$ cat config.mk
export PLATFORM = sky130hd
export DESIGN_NAME = ansi_escape_console_parser
export DESIGN_NICKNAME = d
export VERILOG_FILES = /design/src/aecp_pkg.sv /design/src/aecp_alu.sv /design/src/aecp_fsm.sv /design/src/ansi_escape_console_parser.sv
export SDC_FILE = /design/constraint.sdc
export NUM_CORES = 1
export LEC_CHECK = 0
export ABC_AREA = 1
export BUFFER_PORTS_ARGS = -buffer_cell sky130_fd_sc_hd__buf_2
export CAP_MARGIN = 20
export CORE_MARGIN = 2
export CORE_UTILIZATION = 45
export CTS_BUF_LIST = sky130_fd_sc_hd__clkbuf_16
export CTS_CLUSTER_SIZE = 16
export DETAILED_ROUTE_END_ITERATION = 10
export GPL_TIMING_DRIVEN = 0
export HOLD_SLACK_MARGIN = 0.06
export PLACE_DENSITY = 0.59
export SYNTH_ARGS = -nofsm -noshare
export SYNTH_HDL_FRONTEND = slang
export SYNTH_SLANG_ARGS = --single-unit
$ cat constraint.sdc
create_clock -name clock -period 14.1 [get_ports clock]
set_input_delay 2.115 -clock clock [delete_from_list [all_inputs] [get_ports clock]]
set_output_delay 2.115 -clock clock [all_outputs]
set_load 0.03 [all_outputs]
$ cat src/aecp_pkg.sv
package aecp_pkg;

   // Payload of one input beat and one result beat
   typedef struct packed {
      logic [7:0] char_code;
      logic [7:0] cur_row;
      logic [7:0] cur_col;
   } req_type;

   typedef struct packed {
      logic [1:0] action;
      logic [7:0] out_char;
      logic [7:0] attribute;
      logic [7:0] row;
      logic [7:0] col;
   } rsp_type;

   // Display actions
   localparam logic [1:0] ACT_PUT = 2'd0;
   localparam logic [1:0] ACT_POS = 2'd1;
   localparam logic [1:0] ACT_CLS = 2'd2;

   // Register indexes
   localparam logic [1:0] CSR_MAX_ROW    = 2'd0;
   localparam logic [1:0] CSR_MAX_COL    = 2'd1;
   localparam logic [1:0] CSR_COLOUR_EN  = 2'd2;

   // Register reset values
   localparam logic [7:0] MAX_ROW_RESET = 8'd24;
   localparam logic [7:0] MAX_COL_RESET = 8'd79;
   localparam logic [7:0] ATTR_RESET    = 8'h07;

   // Console bytes of interest
   localparam logic [7:0] CH_TAB     = 8'h09;
   localparam logic [7:0] CH_FF      = 8'h0C;
   localparam logic [7:0] CH_ESC     = 8'h1B;
   localparam logic [7:0] CH_SPACE   = 8'h20;
   localparam logic [7:0] CH_TILDE   = 8'h7E;
   localparam logic [7:0] CH_BRACKET = 8'h5B;
   localparam logic [7:0] CH_SEMI    = 8'h3B;
   localparam logic [7:0] CH_ZERO    = 8'h30;
   localparam logic [7:0] CH_NINE    = 8'h39;
   localparam logic [7:0] CH_AT      = 8'h40;
   localparam logic [7:0] CH_UP      = 8'h41;
   localparam logic [7:0] CH_DOWN    = 8'h42;
   localparam logic [7:0] CH_RIGHT   = 8'h43;
   localparam logic [7:0] CH_LEFT    = 8'h44;
   localparam logic [7:0] CH_POS     = 8'h48;
   localparam logic [7:0] CH_CLEAR   = 8'h4A;
   localparam logic [7:0] CH_SGR     = 8'h6D;

   // Attribute bits and masks
   localparam logic [7:0] ATTR_BOLD    = 8'h08;
   localparam logic [7:0] ATTR_BLINK   = 8'h80;
   localparam logic [7:0] ATTR_REVERSE = 8'h70;
   localparam logic [7:0] ATTR_FG_KEEP = 8'hF8;
   localparam logic [7:0] ATTR_BG_KEEP = 8'h8F;
   localparam logic [7:0] TAB_MASK     = 8'hF8;

   localparam logic [2:0] COLOUR_MAP [8] = '{
      3'd0, 3'd4, 3'd2, 3'd6, 3'd1, 3'd5, 3'd3, 3'd7
   };

   // Escape parse phase
   typedef enum logic [1:0] {
      PH_TEXT  = 2'd0,
      PH_ESC   = 2'd1,
      PH_CSI   = 2'd2,
      PH_SPARE = 2'd3
   } phase_type;

   // What the latched byte asks for
   typedef enum logic [4:0] {
      CL_TAB,
      CL_FF,
      CL_ESC,
      CL_PUT,
      CL_OPEN,
      CL_SEMI,
      CL_DIGIT,
      CL_INTER,
      CL_FIN_UP,
      CL_FIN_DOWN,
      CL_FIN_RIGHT,
      CL_FIN_LEFT,
      CL_FIN_POS,
      CL_FIN_CLEAR,
      CL_FIN_SGR,
      CL_FIN_NONE,
      CL_SPARE
   } cls_type;

   typedef enum logic [1:0] {
      ALU_ADD,
      ALU_SUB,
      ALU_MAC10
   } alu_op_type;

   typedef enum logic [3:0] {
      OPD_ZERO,
      OPD_ROW,
      OPD_COL,
      OPD_MOVE_N,
      OPD_ARG_RD,
      OPD_ARG0,
      OPD_ARG1,
      OPD_TMP,
      OPD_MAX_ROW,
      OPD_MAX_COL,
      OPD_DIGIT,
      OPD_EIGHT,
      OPD_ONE
   } opnd_type;

   typedef enum logic [3:0] {
      RES_NONE,
      RES_PUT,
      RES_TAB,
      RES_HOME,
      RES_CLS,
      RES_UP,
      RES_LEFT,
      RES_CLAMP_ROW,
      RES_CLAMP_COL,
      RES_POS
   } res_sel_type;

   typedef enum logic [1:0] {
      ARG_NONE,
      ARG_CLEAR,
      ARG_DIGIT,
      ARG_SEMI
   } arg_op_type;

   typedef enum logic [1:0] {
      PHO_KEEP,
      PHO_ESC,
      PHO_OPEN,
      PHO_TEXT
   } phase_op_type;

   typedef enum logic [3:0] {
      ST_IDLE,
      ST_DECODE,
      ST_CLAMP_ROW,
      ST_CLAMP_COL,
      ST_POS_COL,
      ST_SGR,
      ST_EMIT,
      ST_EMIT_HOME
   } state_type;

   // Datapath status seen by the sequencer
   typedef struct packed {
      logic    req_fire;
      cls_type cls;
      logic    rsp_free;
      logic    arg0_two;
      logic    sgr_done;
   } stat_type;

   // Sequencer commands to the datapath
   typedef struct packed {
      logic         ready;
      alu_op_type   alu_op;
      opnd_type     a_sel;
      opnd_type     b_sel;
      res_sel_type  res_sel;
      logic         tmp_ld;
      arg_op_type   arg_op;
      logic         inter_ld;
      phase_op_type phase_op;
      logic         walk_clr;
      logic         sgr_step;
      logic         rsp_ld;
   } ctl_type;

   // Sort a console byte by parse phase
   function automatic cls_type classify(input logic [7:0] ch, input phase_type ph,
                                        input logic inter_nz);
      cls_type c;
      c = CL_PUT;
      if (ph == PH_TEXT || ch < CH_SPACE || ch > CH_TILDE) begin
         if (ch == CH_TAB) c = CL_TAB;
         else if (ch == CH_FF) c = CL_FF;
         else if (ch == CH_ESC) c = CL_ESC;
         else c = CL_PUT;
      end else if (ph == PH_ESC) begin
         c = CL_OPEN;
      end else if (ph == PH_CSI) begin
         if (ch == CH_SEMI) c = CL_SEMI;
         else if (ch >= CH_ZERO && ch <= CH_NINE) c = CL_DIGIT;
         else if (ch >= CH_AT) begin
            if (inter_nz) c = CL_FIN_NONE;
            else if (ch == CH_UP) c = CL_FIN_UP;
            else if (ch == CH_DOWN) c = CL_FIN_DOWN;
            else if (ch == CH_RIGHT) c = CL_FIN_RIGHT;
            else if (ch == CH_LEFT) c = CL_FIN_LEFT;
            else if (ch == CH_POS) c = CL_FIN_POS;
            else if (ch == CH_CLEAR) c = CL_FIN_CLEAR;
            else if (ch == CH_SGR) c = CL_FIN_SGR;
            else c = CL_FIN_NONE;
         end else c = CL_INTER;
      end else begin
         c = CL_SPARE;
      end
      return c;
   endfunction

   // One SGR argument applied to the attribute
   function automatic logic [7:0] sgr_apply(input logic [7:0] attr, input logic [15:0] v,
                                            input logic colour_en);
      logic [15:0] fg;
      logic [15:0] bg;
      logic [7:0]  a;
      fg = v - 16'd30;
      bg = v - 16'd40;
      a  = attr;
      if (v == 16'd0) a = ATTR_RESET;
      else if (v == 16'd1) a = attr | ATTR_BOLD;
      else if (v == 16'd5) a = attr | ATTR_BLINK;
      else if (v == 16'd7) a = ATTR_REVERSE;
      else if (v >= 16'd30 && v <= 16'd37) begin
         if (colour_en) a = (attr & ATTR_FG_KEEP) | {5'd0, COLOUR_MAP[fg[2:0]]};
      end else if (v >= 16'd40 && v <= 16'd47) begin
         if (colour_en) a = (attr & ATTR_BG_KEEP) | {1'b0, COLOUR_MAP[bg[2:0]], 4'd0};
      end
      return a;
   endfunction

endpackage

$ cat src/aecp_alu.sv
module aecp_alu (
   input  aecp_pkg::alu_op_type op,
   input  logic [16:0]          a,
   input  logic [16:0]          b,
   output logic [16:0]          result
);
   import aecp_pkg::*;

   // Shared adder: sum, difference with borrow in bit 16, or times ten plus digit
   always_comb begin
      unique case (op)
         ALU_ADD:   result = a + b;
         ALU_SUB:   result = a - b;
         ALU_MAC10: result = (a << 3) + (a << 1) + b;
         default:   result = a + b;
      endcase
   end

endmodule

$ cat src/aecp_fsm.sv
module aecp_fsm (
   input  logic               clock,
   input  logic               reset,
   input  aecp_pkg::stat_type stat,
   output aecp_pkg::ctl_type  ctl
);
   import aecp_pkg::*;

   state_type state_ff;
   state_type state_in;

   always_ff @(posedge clock) begin
      if (reset) begin
         state_ff <= ST_IDLE;
      end else begin
         state_ff <= state_in;
      end
   end

   // Next state
   always_comb begin
      state_in = state_ff;
      unique case (state_ff)
         ST_IDLE: begin
            if (stat.req_fire) state_in = ST_DECODE;
         end
         ST_DECODE: begin
            unique case (stat.cls)
               CL_TAB, CL_PUT, CL_FIN_UP, CL_FIN_LEFT: state_in = ST_EMIT;
               CL_FF:        state_in = ST_EMIT_HOME;
               CL_FIN_DOWN:  state_in = ST_CLAMP_ROW;
               CL_FIN_RIGHT: state_in = ST_CLAMP_COL;
               CL_FIN_POS:   state_in = ST_POS_COL;
               CL_FIN_CLEAR: state_in = stat.arg0_two ? ST_EMIT : ST_IDLE;
               CL_FIN_SGR:   state_in = ST_SGR;
               default:      state_in = ST_IDLE;
            endcase
         end
         ST_CLAMP_ROW, ST_CLAMP_COL, ST_POS_COL: state_in = ST_EMIT;
         ST_SGR: begin
            if (stat.sgr_done) state_in = ST_IDLE;
         end
         ST_EMIT: begin
            if (stat.rsp_free) state_in = ST_IDLE;
         end
         ST_EMIT_HOME: begin
            if (stat.rsp_free) state_in = ST_EMIT;
         end
         default: state_in = ST_IDLE;
      endcase
   end

   // Commands
   always_comb begin
      ctl          = '0;
      ctl.alu_op   = ALU_ADD;
      ctl.a_sel    = OPD_ZERO;
      ctl.b_sel    = OPD_ZERO;
      ctl.res_sel  = RES_NONE;
      ctl.arg_op   = ARG_NONE;
      ctl.phase_op = PHO_KEEP;
      unique case (state_ff)
         ST_IDLE: begin
            ctl.ready = 1'b1;
         end
         ST_DECODE: begin
            unique case (stat.cls)
               CL_TAB: begin
                  ctl.a_sel   = OPD_COL;
                  ctl.b_sel   = OPD_EIGHT;
                  ctl.res_sel = RES_TAB;
               end
               CL_FF:  ctl.res_sel = RES_HOME;
               CL_ESC: ctl.phase_op = PHO_ESC;
               CL_PUT: ctl.res_sel = RES_PUT;
               CL_OPEN: begin
                  ctl.arg_op   = ARG_CLEAR;
                  ctl.phase_op = PHO_OPEN;
               end
               CL_SEMI: ctl.arg_op = ARG_SEMI;
               CL_DIGIT: begin
                  ctl.alu_op = ALU_MAC10;
                  ctl.a_sel  = OPD_ARG_RD;
                  ctl.b_sel  = OPD_DIGIT;
                  ctl.arg_op = ARG_DIGIT;
               end
               CL_INTER: ctl.inter_ld = 1'b1;
               CL_FIN_UP: begin
                  ctl.phase_op = PHO_TEXT;
                  ctl.alu_op   = ALU_SUB;
                  ctl.a_sel    = OPD_ROW;
                  ctl.b_sel    = OPD_MOVE_N;
                  ctl.res_sel  = RES_UP;
               end
               CL_FIN_LEFT: begin
                  ctl.phase_op = PHO_TEXT;
                  ctl.alu_op   = ALU_SUB;
                  ctl.a_sel    = OPD_COL;
                  ctl.b_sel    = OPD_MOVE_N;
                  ctl.res_sel  = RES_LEFT;
               end
               CL_FIN_DOWN: begin
                  ctl.phase_op = PHO_TEXT;
                  ctl.a_sel    = OPD_ROW;
                  ctl.b_sel    = OPD_MOVE_N;
                  ctl.tmp_ld   = 1'b1;
               end
               CL_FIN_RIGHT: begin
                  ctl.phase_op = PHO_TEXT;
                  ctl.a_sel    = OPD_COL;
                  ctl.b_sel    = OPD_MOVE_N;
                  ctl.tmp_ld   = 1'b1;
               end
               CL_FIN_POS: begin
                  ctl.phase_op = PHO_TEXT;
                  ctl.alu_op   = ALU_SUB;
                  ctl.a_sel    = OPD_ARG0;
                  ctl.b_sel    = OPD_ONE;
                  ctl.tmp_ld   = 1'b1;
               end
               CL_FIN_CLEAR: begin
                  ctl.phase_op = PHO_TEXT;
                  if (stat.arg0_two) ctl.res_sel = RES_CLS;
               end
               CL_FIN_SGR: begin
                  ctl.phase_op = PHO_TEXT;
                  ctl.walk_clr = 1'b1;
               end
               default: ctl.phase_op = PHO_TEXT;
            endcase
         end
         ST_CLAMP_ROW: begin
            ctl.alu_op  = ALU_SUB;
            ctl.a_sel   = OPD_MAX_ROW;
            ctl.b_sel   = OPD_TMP;
            ctl.res_sel = RES_CLAMP_ROW;
         end
         ST_CLAMP_COL: begin
            ctl.alu_op  = ALU_SUB;
            ctl.a_sel   = OPD_MAX_COL;
            ctl.b_sel   = OPD_TMP;
            ctl.res_sel = RES_CLAMP_COL;
         end
         ST_POS_COL: begin
            ctl.alu_op  = ALU_SUB;
            ctl.a_sel   = OPD_ARG1;
            ctl.b_sel   = OPD_ONE;
            ctl.res_sel = RES_POS;
         end
         ST_SGR: ctl.sgr_step = 1'b1;
         ST_EMIT: ctl.rsp_ld = stat.rsp_free;
         ST_EMIT_HOME: begin
            // home goes out now, the clear follows from the result register
            ctl.rsp_ld = stat.rsp_free;
            if (stat.rsp_free) ctl.res_sel = RES_CLS;
         end
         default: ctl.ready = 1'b0;
      endcase
   end

endmodule

$ cat src/ansi_escape_console_parser.sv
// Console escape parser: takes one console byte per req beat together with the cursor
// position the display reports, and returns display actions (put character, set cursor,
// clear screen) on the rsp channel, at most two per byte. The block handles one byte at a
// time and holds req_stall high until it has finished with it; a result left waiting in
// the output register does not hold up the next byte unless a further result is due.
// Plain characters, tab, clear screen and cursor up or left are resolved in the decode
// state; escape, argument, intermediate and unknown final bytes emit nothing; cursor down
// or right and absolute position pass through one more adder state, and form feed sends
// home and then clear. An SGR final byte walks the stored arguments, up to MAX_ARGUMENTS.
// A stalled rsp channel holds each result until the output register is free. The steps are
// set by the single shared adder, used once per cycle, and by the argument register walk.
// Configuration writes are always taken (csr_ready is tied high).
module ansi_escape_console_parser #(
   parameter int MAX_ARGUMENTS = 8
) (
   input  logic              clock,
   input  logic              reset,
   input  logic              req_valid,
   output logic              req_stall,
   input  aecp_pkg::req_type req_data,
   output logic              rsp_valid,
   input  logic              rsp_stall,
   output aecp_pkg::rsp_type rsp_data,
   input  logic              csr_valid,
   output logic              csr_ready,
   input  logic [1:0]        csr_index,
   input  logic [7:0]        csr_wdata
);
   import aecp_pkg::*;

   localparam int IDX_W = $clog2(MAX_ARGUMENTS + 1);
   localparam int ADR_W = $clog2(MAX_ARGUMENTS);
   localparam logic [IDX_W-1:0] IDX_FULL = IDX_W'(MAX_ARGUMENTS);
   localparam logic [ADR_W-1:0] ADR_LAST = ADR_W'(MAX_ARGUMENTS - 1);

   stat_type stat;
   ctl_type  ctl;

   logic [7:0]       max_row_ff;
   logic [7:0]       max_col_ff;
   logic             colour_en_ff;
   req_type          in_ff;
   phase_type        phase_ff;
   phase_type        phase_in;
   logic [15:0]      arg_ff [MAX_ARGUMENTS];
   logic [IDX_W-1:0] idx_ff;
   logic [7:0]       inter_ff;
   logic [7:0]       attr_ff;
   logic [ADR_W-1:0] walk_ff;
   logic [16:0]      tmp_ff;
   rsp_type          res_ff;
   rsp_type          res_in;
   logic             rsp_valid_ff;
   rsp_type          rsp_data_ff;

   logic             req_fire;
   logic [ADR_W-1:0] rd_addr;
   logic [15:0]      arg_rd;
   logic [15:0]      move_n;
   logic [16:0]      opnd_a;
   logic [16:0]      opnd_b;
   logic [16:0]      alu_res;
   logic             borrow;
   logic             tmp_borrow;
   logic [ADR_W-1:0] walk_last;

   assign req_fire  = req_valid && !req_stall;
   assign req_stall = !ctl.ready;
   assign csr_ready = 1'b1;
   assign rsp_valid = rsp_valid_ff;
   assign rsp_data  = rsp_data_ff;

   // Status for the sequencer
   assign walk_last = (idx_ff == IDX_FULL) ? ADR_LAST : idx_ff[ADR_W-1:0];
   always_comb begin
      stat.req_fire = req_fire;
      stat.cls      = classify(in_ff.char_code, phase_ff, inter_ff != 8'd0);
      stat.rsp_free = !rsp_valid_ff || !rsp_stall;
      stat.arg0_two = arg_ff[0] == 16'd2;
      stat.sgr_done = walk_ff == walk_last;
   end

   aecp_fsm u_fsm (
      .clock (clock),
      .reset (reset),
      .stat  (stat),
      .ctl   (ctl)
   );

   // Single argument read port: the walk during SGR, else the current slot
   assign rd_addr = ctl.sgr_step ? walk_ff : idx_ff[ADR_W-1:0];
   assign arg_rd  = arg_ff[rd_addr];
   assign move_n  = (arg_ff[0] == 16'd0) ? 16'd1 : arg_ff[0];

   function automatic logic [16:0] pick(input opnd_type s, input logic [7:0] row,
                                        input logic [7:0] col, input logic [15:0] n,
                                        input logic [15:0] ard, input logic [15:0] a0,
                                        input logic [15:0] a1, input logic [16:0] tmp,
                                        input logic [7:0] mrow, input logic [7:0] mcol,
                                        input logic [7:0] ch);
      logic [16:0] v;
      unique case (s)
         OPD_ROW:     v = {9'd0, row};
         OPD_COL:     v = {9'd0, col};
         OPD_MOVE_N:  v = {1'b0, n};
         OPD_ARG_RD:  v = {1'b0, ard};
         OPD_ARG0:    v = {1'b0, a0};
         OPD_ARG1:    v = {1'b0, a1};
         OPD_TMP:     v = tmp;
         OPD_MAX_ROW: v = {9'd0, mrow};
         OPD_MAX_COL: v = {9'd0, mcol};
         OPD_DIGIT:   v = {13'd0, ch[3:0]};
         OPD_EIGHT:   v = 17'd8;
         OPD_ONE:     v = 17'd1;
         default:     v = 17'd0;
      endcase
      return v;
   endfunction

   // Operand selection for the shared unit
   assign opnd_a = pick(ctl.a_sel, in_ff.cur_row, in_ff.cur_col, move_n, arg_rd,
                        arg_ff[0], arg_ff[1], tmp_ff, max_row_ff, max_col_ff,
                        in_ff.char_code);
   assign opnd_b = pick(ctl.b_sel, in_ff.cur_row, in_ff.cur_col, move_n, arg_rd,
                        arg_ff[0], arg_ff[1], tmp_ff, max_row_ff, max_col_ff,
                        in_ff.char_code);

   aecp_alu u_alu (
      .op     (ctl.alu_op),
      .a      (opnd_a),
      .b      (opnd_b),
      .result (alu_res)
   );

   assign borrow     = alu_res[16];
   assign tmp_borrow = tmp_ff[16];

   // Result assembly
   always_comb begin
      res_in = res_ff;
      unique case (ctl.res_sel)
         RES_PUT:  res_in = '{ACT_PUT, in_ff.char_code, attr_ff, 8'd0, 8'd0};
         RES_TAB:  res_in = '{ACT_POS, 8'd0, 8'd0, in_ff.cur_row, alu_res[7:0] & TAB_MASK};
         RES_HOME: res_in = '{ACT_POS, 8'd0, 8'd0, 8'd0, 8'd0};
         RES_CLS:  res_in = '{ACT_CLS, 8'd0, attr_ff, 8'd0, 8'd0};
         RES_UP:   res_in = '{ACT_POS, 8'd0, 8'd0, borrow ? 8'd0 : alu_res[7:0],
                              in_ff.cur_col};
         RES_LEFT: res_in = '{ACT_POS, 8'd0, 8'd0, in_ff.cur_row,
                              borrow ? 8'd0 : alu_res[7:0]};
         RES_CLAMP_ROW: res_in = '{ACT_POS, 8'd0, 8'd0, borrow ? max_row_ff : tmp_ff[7:0],
                                   in_ff.cur_col};
         RES_CLAMP_COL: res_in = '{ACT_POS, 8'd0, 8'd0, in_ff.cur_row,
                                   borrow ? max_col_ff : tmp_ff[7:0]};
         RES_POS:  res_in = '{ACT_POS, 8'd0, 8'd0, tmp_borrow ? 8'd0 : tmp_ff[7:0],
                              borrow ? 8'd0 : alu_res[7:0]};
         default:  res_in = res_ff;
      endcase
   end

   // Next parse phase
   always_comb begin
      unique case (ctl.phase_op)
         PHO_ESC:  phase_in = PH_ESC;
         PHO_OPEN: phase_in = (in_ff.char_code == CH_BRACKET) ? PH_CSI : PH_TEXT;
         PHO_TEXT: phase_in = PH_TEXT;
         default:  phase_in = phase_ff;
      endcase
   end

   // Configuration registers
   always_ff @(posedge clock) begin
      if (reset) begin
         max_row_ff   <= MAX_ROW_RESET;
         max_col_ff   <= MAX_COL_RESET;
         colour_en_ff <= 1'b1;
      end else if (csr_valid && csr_ready) begin
         unique case (csr_index)
            CSR_MAX_ROW:   max_row_ff   <= csr_wdata;
            CSR_MAX_COL:   max_col_ff   <= csr_wdata;
            CSR_COLOUR_EN: colour_en_ff <= csr_wdata[0];
            default:       max_row_ff   <= max_row_ff;
         endcase
      end
   end

   // Latched input beat and scratch registers
   always_ff @(posedge clock) begin
      if (req_fire) in_ff <= req_data;
      if (ctl.tmp_ld) tmp_ff <= alu_res;
      res_ff <= res_in;
   end

   // Parse state
   always_ff @(posedge clock) begin
      if (reset) begin
         phase_ff <= PH_TEXT;
         idx_ff   <= '0;
         inter_ff <= 8'd0;
         attr_ff  <= ATTR_RESET;
         walk_ff  <= '0;
         for (int i = 0; i < MAX_ARGUMENTS; i++) arg_ff[i] <= 16'd0;
      end else begin
         phase_ff <= phase_in;
         if (ctl.inter_ld) inter_ff <= in_ff.char_code;
         unique case (ctl.arg_op)
            ARG_CLEAR: begin
               idx_ff   <= '0;
               inter_ff <= 8'd0;
               for (int i = 0; i < MAX_ARGUMENTS; i++) arg_ff[i] <= 16'd0;
            end
            ARG_SEMI: begin
               if (idx_ff != IDX_FULL) idx_ff <= idx_ff + IDX_W'(1);
            end
            ARG_DIGIT: begin
               // digits past the last slot are dropped
               if (idx_ff != IDX_FULL) arg_ff[idx_ff[ADR_W-1:0]] <= alu_res[15:0];
            end
            default: idx_ff <= idx_ff;
         endcase
         if (ctl.walk_clr) walk_ff <= '0;
         else if (ctl.sgr_step) walk_ff <= walk_ff + ADR_W'(1);
         if (ctl.sgr_step) attr_ff <= sgr_apply(attr_ff, arg_rd, colour_en_ff);
      end
   end

   // Output register
   always_ff @(posedge clock) begin
      if (reset) begin
         rsp_valid_ff <= 1'b0;
      end else if (ctl.rsp_ld) begin
         rsp_valid_ff <= 1'b1;
      end else if (!rsp_stall) begin
         rsp_valid_ff <= 1'b0;
      end
   end

   always_ff @(posedge clock) begin
      if (ctl.rsp_ld) rsp_data_ff <= res_ff;
   end

endmodule

==> results of run 1 <==
-- critical path, delay by kind of cell (launching register included) --
kind | cells | cell delay (ns)
adders and majority gates | 2 | 0.88
AOI/OAI and AO/OA | 10 | 2.41
and+or+nand+nor | 17 | 2.12
xor gates and xnor gates | 1 | 0.27
DFF | 1 | 0.31
buffers and inverters | 7 | 1.60
-- per-stage QoR --
step,hold WS [ns],worst slack (ns),std cells,instance area [µm²],util (%)
after global placement,0.401,5.99,2357,16800,48.6
after global routing,0.421,5.67,2421,18000,51.9
after floorplan,0.400,8.08,1829,15900,-
after CTS,0.418,6.31,2419,18000,51.8
final,0.418,6.17,2421,18000,51.9
after detailed placement,0.405,6.37,2360,16900,48.8
-- cell usage after synthesis (all sizes together) (2+ instances only) --
master and instances:
fa 15, nor3 19, o22ai 8, or2 3, a22oi 17, clkinv 2
o211ai 20, nand3b 3, o221ai 2, nand4 17, a21oi 117, xor2 26
o2111ai 2, clkbuf 29, nor4 7, o21a 5, a31oi 2, a221oi 10
xnor2 9, nand2 344, ha 40, nor2 297, o31ai 7, o41ai 2
buf 30, edfxtp 237, nand3 89, o21ai 147, a211oi 6, a22o 2
and2 3, dfxtp 46, o21bai 5, inv 252, and3 2
-- worst min-delay path by stage --
| stage | cells past startpoint | from | to |
|---|---|---|---|
| floorplan | 0 | res_ff[0] | rsp_data[0] |
| finish | 0 | res_ff[3] | rsp_data[3] |
| global route | 0 | res_ff[19] | rsp_data[19] |
| detailed placement | 0 | res_ff[5] | rsp_data[5] |
| global placement | 0 | res_ff[32] | rsp_data[32] |
| CTS | 0 | res_ff[3] | rsp_data[3] |
-- cell families after synthesis --
family / after synthesis / share of synthesized area, %
buffers and inverters: 313 / 7.87
AOI/OAI and AO/OA: 356 / 12.9
adders and majority gates: 55 / 5.04
DFF: 283 / 50.6
other: 1 / 0.0236
xor gates and xnor gates: 35 / 1.93
and+or+nand+nor: 786 / 21.6
-- layout make-up --
type | count | area share (%)
Buffer | 59 | 1.64
Inverter | 254 | 5.32
Timing Repair Buffer | 78 | 2.37
Multi-Input combinational cell | 1233 | 36.9
Clock buffer | 36 | 5.01
Tap cell | 455 | 3.17
Clock inverter | 23 | 0.891
Sequential cell | 283 | 44.7
-- layer usage --
layer	part of all wire, %	track usage [%]	up-vias	wire [µm]
li1	-	-	6385	-
met1	43	34.1	6327	20300
met2	46	43.4	591	21800
met3	7.4	4.35	116	3500
met4	3.9	9.70	0	1840
met5	0	0	-	0
-- flip-flops by register name, summed over array words and instances, names as in the netlist, 2 cells and up --
register        count
rsp_data           34
tmp_ff             17
in_ff              24
idx_ff              4
u_fsm.state_ff      3
walk_ff             3
phase_ff            2
max_row_ff          8
res_ff             34
arg_ff            128
max_col_ff          8
inter_ff            8
attr_ff             8
==> results_dict.tcl, run 1 <==
set metrics [dict create \
    path_max_fanout 10 \
    multi_input_area_um2 6620 \
    fin_crit_ns 7.93 \
    hold_path_class "reg2reg" \
    synth_top_area_share_pct 44.8 \
    port_buffers 73 \
    wire_per_inst_um 19.6 \
    grt_overflow 0 \
    endpoint_kind "flop" \
    first_pass_iters 6 \
    die_area_um2 36800 \
    clk_path_buf_depth 3 \
    rsz0062_at_grt "no" \
    ios 76 \
    regArea_um2 8040 \
    worstPathArrival_ns 8.16 \
    n_antenna_cell 0 \
    critPathMostFrequentCell "nand2_1" \
    grt_first_pass_wirelength_mm 72.4 \
    cts_setup_buffers 0 \
    post-dp-hpwl_mm 35.8 \
    track_usage_pct 26.1 \
    row_count 68 \
    fp.dieH_um 192 \
    cts_buffers 34 \
    nNetsFinal 2037 \
    cp_slowest_stage_delay_ns 0.54 \
    htree_levels 2 \
    yosysWarningCount 0 \
    crit_type "reg2reg" \
    worst_pin_slew_ns 1.12 \
    area_delta_synth_final_pct 13.1 \
    core_um2 34600 \
    cts.clk_slew.worst_paths_ns 0.06 \
    relSlewSlack_pct 24.7 \
    insertion_delay_ns 0.53 \
    slew_violations 0 \
    ys_async_sr_fraction_pct 0 \
    fmax_mhz 126 \
    viasPerCell 5.54 \
    crit_path_end "res_ff[11]" \
    clockRootBuffer "clkbuf_16" \
    layout-drive-gt1-share_pct 11.3 \
    reg2reg_slack_ns 6.17 \
    synth.avg_cell_area_um2 8.68 \
    vias 13400 \
    r2r-end "res_ff[11]" \
    synth_flop_cell "edfxtp_1" \
    crit-reg2reg-launch "u_fsm.state_ff[0]" \
    layout_commonest_cell "nand2_1" \
    reg2reg_depth 37 \
    cts.sinks 283 \
    synthCells 1829 \
    cts_resized 0 \
    die_x_um 192 \
    cts_tree "done" \
    grt_max_degree 35 \
    drt_wl_total_mm 47.4 \
    startpoint_type "flop" \
    status "finished, final reports clean" \
    antenna_found_initial 0 \
    grt_pass1_vias 12700 \
    crit_required_ns 14.34 \
    setup_violations 0 \
    timing.final.crit_share_pct 56.2 \
    ys_top_cells_by_area "edfxtp_1 45%, nand2_1 7.6%, nor2_1 6.8%" \
    final.setup.tns_ns 0 \
    synth_fp_nets 1923 \
    skew_ns 0.0225 \
    synth.distinct_cells 61 \
    ys_seq_area_share_pct 50.6 \
    start_util_pct 45.9 \
    ctsHoldBuffers 0 \
    cap_viol_max_count 0 \
    final_cell_mix "321 x nand2_1, 285 x nor2_1, 242 x inv_1, 237 x edfxtp_1, 132 x o21ai_0" \
    fillCellCount 3289 \
    synth-edff-count 237 \
    critPathLaunch "u_fsm.state_ff[0]" \
    yosysTopAreaCell "edfxtp_1" \
    drc 0 \
    final_antenna_net_count 0 \
    drt_iter0_markers 1384 \
    syn_area_um2 15900 \
    cp_slowest_cell "fa_1" \
    ys_seq_elements 283 \
    place_congestion 0.935 \
    timing_hold_violations_final 0 \
]
Power of run 1 is left out: the tool's default activity adds up to more than one toggle a clock period on the data nets, which glitch-free logic cannot reach.
==> inputs of run 2 (changes only) <==
--- a/config.mk
+++ b/config.mk
@@ -15,7 +15,7 @@
 export DETAILED_ROUTE_END_ITERATION = 10
 export GPL_TIMING_DRIVEN = 0
 export HOLD_SLACK_MARGIN = 0.06
-export PLACE_DENSITY = 0.59
+export PLACE_DENSITY = 0.62
 export SYNTH_ARGS = -nofsm -noshare
 export SYNTH_HDL_FRONTEND = slang
 export SYNTH_SLANG_ARGS = --single-unit
==> constraint.sdc (replaced) <==
create_clock -name clock -period 6.45 [get_ports clock]
set_input_delay 0.9675 -clock clock [delete_from_list [all_inputs] [get_ports clock]]
set_output_delay 0.9675 -clock clock [all_outputs]
set_load 0.03 [all_outputs]
==> run 2 against run 1 <==
Effect of this change: fmax grew 28%; flip-flop and latch count is the same; critical path depth shrank 4; final cell count grew 2.3%; critical path type unchanged; first-iteration DRC count shrank 17%; non-clock buffer count grew 56; register-to-register slack lost 5.9 ns.
==> results_dict.tcl, run 2 (synthesis results as in run 1) <==
set metrics [dict create \
    max-vdd-ir-drop_v 0.000706 \
    ios 76 \
    die_area_um2 36800 \
    row_count 68 \
    reg2reg_slack_ns 0.28 \
    crit_required_ns 6.77 \
    core_um2 34600 \
    slew_violations 0 \
    fp.dieH_um 192 \
    clk_path_buf_depth 3 \
    seq_power_share_pct 23.5 \
    grt_pass1_vias 12700 \
    timing.final.crit_share_pct 95.7 \
    start_util_pct 45.9 \
    drc 0 \
    final_cell_mix "310 x nand2_1, 280 x nor2_1, 237 x edfxtp_1, 232 x inv_1, 119 x o21ai_0" \
    drt_iter0_markers 1144 \
    endpoint_kind "flop" \
    hp-start "res_ff[27]" \
    final_antenna_net_count 0 \
    vias 13500 \
    layout_commonest_cell "nand2_1" \
    track_usage_pct 25.5 \
    cts_buffers 31 \
    startpoint_type "flop" \
    p_sw_share_pct 50.2 \
    cp_slowest_stage_delay_ns 0.78 \
    clockRootBuffer "clkbuf_16" \
    antenna_found_initial 0 \
    cp_slowest_cell "o21ai_0" \
    layout-drive-gt1-share_pct 18.1 \
    crit-reg2reg-launch "u_fsm.state_ff[2]" \
    die_x_um 192 \
    final.setup.tns_ns 0 \
    p_sw_mw 5.55 \
    viasPerCell 5.46 \
    skew_ns 0.0170 \
    power.share.clock_pct 15.8 \
    area_delta_synth_final_pct 18.7 \
    port_buffers 73 \
    cts_tree "done" \
    drt_wl_total_mm 47.5 \
    p_leak_nw 8.19 \
    powerDensity_nw_per_um2 586 \
    grt_overflow 0 \
    cts.sinks 283 \
    reg2reg_depth 33 \
    htree_levels 1 \
    crit_type "reg2reg" \
    worst_pin_slew_ns 1.06 \
    timing_hold_violations_final 0 \
    grt_first_pass_wirelength_mm 71.5 \
    cap_viol_max_count 0 \
    status "finished, final reports clean" \
    fin_crit_ns 6.17 \
    internal_power_mw 5.50 \
    insertion_delay_ns 0.58 \
    r2r-end "res_ff[12]" \
    grt_max_degree 35 \
    worstPathArrival_ns 6.49 \
    hold_end "rsp_data[27]" \
    fmax_mhz 162 \
    hold_path_depth 0 \
    nNetsFinal 2091 \
    hold_ws_ns 0.419 \
    path_max_fanout 10 \
    relSlewSlack_pct 28.8 \
    hold_path_class "reg2reg" \
    wire_per_inst_um 19.2 \
    cts.clk_slew.worst_paths_ns 0.06 \
    combPwrFrac_pct 60.6 \
    post-dp-hpwl_mm 35.4 \
    place_congestion 0.963 \
    critPathMostFrequentCell "nand2_1" \
    setup_violations 0 \
    largest_register "arg_ff" \
    n_antenna_cell 0 \
    largest_reg_flops 128 \
    first_pass_iters 5 \
]
run 2: cell count changes in the layout (fill, tap and decap cells not counted), sizes merged:
cell      before  now
clkinvlp       0    3
nand3         89   90
buf          108  158
bufinv         2    3
clkbuf        65   66
run 2: worst max-delay path by stage:
stage / from / endpoint / slack (ns) / depth (start not counted)
finish: u_fsm.state_ff[2] / res_ff[12] / 0.28 / 33
global route: phase_ff[1] / res_ff[14] / -0.1 / 43
CTS: u_fsm.state_ff[2] / res_ff[12] / 0.02 / 37
detailed placement: u_fsm.state_ff[2] / res_ff[13] / -1.22 / 29
global placement: u_fsm.state_ff[0] / res_ff[15] / -1.18 / 29
floorplan: phase_ff[0] / res_ff[4] / 0.43 / 36
run 2: area by class of cell:
type,count,area [µm²]
buffer,59,345
sequential,283,8040
tap,455,569
inverter,254,972
clock buffer,31,776
clock inverter,27,215
timing repair buffer,134,846
fill,3219,15800
multi-input combinational,1234,7080
run 2: stage by stage:
| step | std cells | utilization (%) | power [mW] | instance area [µm²] | setup WS [ns] |
|---|---|---|---|---|---|
| after floorplan | 1829 | - | 6.67 | 15900 | 0.432 |
| after global placement | 2357 | 48.6 | 8.33 | 16800 | -1.18 |
| after detailed placement | 2359 | 48.7 | 8.44 | 16900 | -1.22 |
| after CTS | 2424 | 52.0 | 10.2 | 18000 | 0.0158 |
| after global routing | 2477 | 54.4 | 11.8 | 18800 | -0.0981 |
| final | 2477 | 54.4 | 11.0 | 18800 | 0.278 |
run 2: power by group through the flow:
| stage | clock (mW) | sequential [mW] | combinational (mW) |
|---|---|---|---|
| after floorplan | 0 | 2.65 | 4.02 |
| after global placement | 0 | 2.64 | 5.69 |
| after detailed placement | 0 | 2.64 | 5.81 |
| after CTS | 1.76 | 2.60 | 5.87 |
| after global routing | 1.84 | 2.62 | 7.32 |
| final | 1.75 | 2.60 | 6.70 |
run 2: critical path: cells and delay by family, from the launching register on:
family	cells	cell delay, ns
AOI/OAI and AO/OA	10	2.13
xor gates and xnor gates	1	0.15
adders and majority gates	2	0.89
buffers and inverters	5	0.85
DFF	1	0.31
and+or+nand+nor	15	1.55
run 2: per-layer routing:
metal | track usage [%] | up-vias | wire length [µm]
met5 | 0 | - | 0
met4 | 7.84 | 0 | 1540
met3 | 3.25 | 99 | 3250
met2 | 42.5 | 488 | 22200
met1 | 34.8 | 6442 | 20500
li1 | - | 6494 | -
run 2: what timing repair did:
item,4_1_cts,5_1_grt
pin swaps,2,45
hold buffers,0,0
buffers inserted,7,49
resized for setup,30,122
cloned,0,1
endpoints found under the setup margin,53,34
No activity file was read; power rests on OpenSTA's default activity.
==> inputs of run 3 (changes only) <==
--- a/config.mk
+++ b/config.mk
@@ -10,12 +10,11 @@
 export CAP_MARGIN = 20
 export CORE_MARGIN = 2
 export CORE_UTILIZATION = 45
-export CTS_BUF_LIST = sky130_fd_sc_hd__clkbuf_16
 export CTS_CLUSTER_SIZE = 16
 export DETAILED_ROUTE_END_ITERATION = 10
 export GPL_TIMING_DRIVEN = 0
 export HOLD_SLACK_MARGIN = 0.06
-export PLACE_DENSITY = 0.62
+export PLACE_DENSITY = 0.59
 export SYNTH_ARGS = -nofsm -noshare
 export SYNTH_HDL_FRONTEND = slang
 export SYNTH_SLANG_ARGS = --single-unit
==> constraint.sdc (replaced) <==
create_clock -name clock -period 6.15 [get_ports clock]
set_input_delay 0.9225 -clock clock [delete_from_list [all_inputs] [get_ports clock]]
set_output_delay 0.9225 -clock clock [all_outputs]
set_load 0.03 [all_outputs]
==> run 3 against run 2 <==
Effect of this change: hold slack lost 0.0013 ns; setup slack lost 0.24 ns; non-clock buffer count grew 35; via count grew 2.9%; critical path depth grew 2; count of clock-buffer cells in the layout grew 12; first-iteration DRC count grew 19%; final area grew 3.6%; routed wire length grew 3.8%; die area is the same; critical path type unchanged; highest routed layer unchanged.
==> results_dict.tcl, run 3 (synthesis results as in run 1) <==
set metrics [dict create \
    post-dp-hpwl_mm 35.8 \
    fin_crit_ns 6.11 \
    track_usage_pct 26.6 \
    port_buffers 73 \
    viasPerCell 5.54 \
    status "finished, final reports clean" \
    drt_wl_total_mm 49.3 \
    nNetsFinal 2128 \
    wirelength_met1_mm 20.6 \
    place_congestion 0.935 \
    insertion_delay_ns 0.53 \
    wl_met2_mm 23.0 \
    wl_met3_mm 3.67 \
    grt_overflow 0 \
    htree_levels 2 \
    hold_path_class "reg2reg" \
    startpoint_type "flop" \
    core_um2 34600 \
    critPathBufInv 6 \
    path_delay_family "simple AND/OR/NAND/NOR gates" \
    worstPathArrival_ns 6.37 \
    fillCellCount 3133 \
    endpoint_kind "flop" \
    largest_register "arg_ff" \
    layout_commonest_cell "nand2_1" \
    wire_per_inst_um 19.6 \
    setup_violations 0 \
    timing.final.crit_share_pct 99.3 \
    relSlewSlack_pct 21.7 \
    cap_viol_max_count 0 \
    cts_buffers 34 \
    crit_required_ns 6.41 \
    final_cell_mix "293 x nand2_1, 272 x nor2_1, 237 x edfxtp_1, 219 x inv_1, 115 x o21ai_0" \
    crit_type "reg2reg" \
    area_delta_synth_final_pct 22.9 \
    largest_reg_flops 128 \
    clockRootBuffer "clkbuf_16" \
    grt_max_degree 35 \
    fmax_mhz 164 \
    first_pass_iters 6 \
    ios 76 \
    antenna_found_initial 0 \
    timing_hold_violations_final 0 \
    cts_tree "done" \
    worst_pin_slew_ns 1.17 \
    vias 13900 \
    final.setup.tns_ns 0 \
    slew_violations 0 \
    row_count 68 \
    cp_slowest_cell "fa_2" \
    clk_path_buf_depth 3 \
    final_antenna_net_count 0 \
    skew_ns 0.0249 \
    drc 0 \
    layout-drive-gt1-share_pct 22.0 \
    start_util_pct 45.9 \
    drt_iter0_markers 1367 \
    routed.top_layer "met4" \
    die_x_um 192 \
    grt_first_pass_wirelength_mm 74.2 \
    n_antenna_cell 0 \
    fp.dieH_um 192 \
    cp_slowest_stage_delay_ns 0.48 \
    cts.sinks 283 \
    rsz0062_at_grt "yes" \
    cts.clk_slew.worst_paths_ns 0.06 \
    path_max_fanout 10 \
    die_area_um2 36800 \
    grt_pass1_vias 13100 \
]
[run 3: cell types whose count changed in the layout (fill, tap and decap cells not counted), moves of 7 or more]
cell     before  now
inv_2        17   24
nor2_1      280  272
nor2_2        7   15
nand2_2      21   36
buf_6         9   16
nand2_1     310  293
a21oi_1     108  100
buf_4        64   93
inv_1       232  219
[run 3: stage by stage]
step	setup WS, ns	cell area, µm²	utilization, %	cells	hold WS [ns]
after floorplan	0.132	15900	-	1829	0.400
after global placement	-1.96	16800	48.6	2357	0.401
after detailed placement	-1.58	16900	48.8	2360	0.405
after CTS	0.00400	18600	53.7	2453	0.419
after global routing	-0.295	19500	56.4	2512	0.421
final	0.0420	19500	56.4	2512	0.418
[run 3: final cells by class]
type | count | area, µm² | share of cell area, %
Clock buffer | 43 | 947 | 4.85
Clock inverter | 16 | 134 | 0.686
Multi-Input combinational cell | 1233 | 7260 | 37.2
Buffer | 59 | 417 | 2.13
Tap cell | 455 | 569 | 2.92
Sequential cell | 283 | 8040 | 41.2
Inverter | 254 | 983 | 5.04
Timing Repair Buffer | 169 | 1160 | 5.96
[run 3: per-layer routing]
layer  global-route usage, %  vias to the layer above
met4                    10.7                        0
met5                       0                        -
met3                    4.90                      126
met1                    34.2                     6601
met2                    44.3                      625
li1                        -                     6564
[run 3: path summary, 6_finish.rpt]
| kind | startpoint | endpoint | slack (ns) | depth (start not counted) |
|---|---|---|---|---|
| hold reg to reg | res_ff[3] | rsp_data[3] | 0.42 | 0 |
| setup / recovery | phase_ff[0] | res_ff[13] | 0.04 | 35 |
| hold / removal | res_ff[3] | rsp_data[3] | 0.42 | 0 |
| setup reg to reg | phase_ff[0] | res_ff[13] | 0.04 | 35 |
[run 3: what timing repair did]
action	CTS	global route
resized for setup	103	136
endpoints found under the setup margin	112	44
cloned	0	2
buffers inserted	34	55
hold buffers	0	0
pin swaps	34	62
Power of run 3 is left out for the same reason.
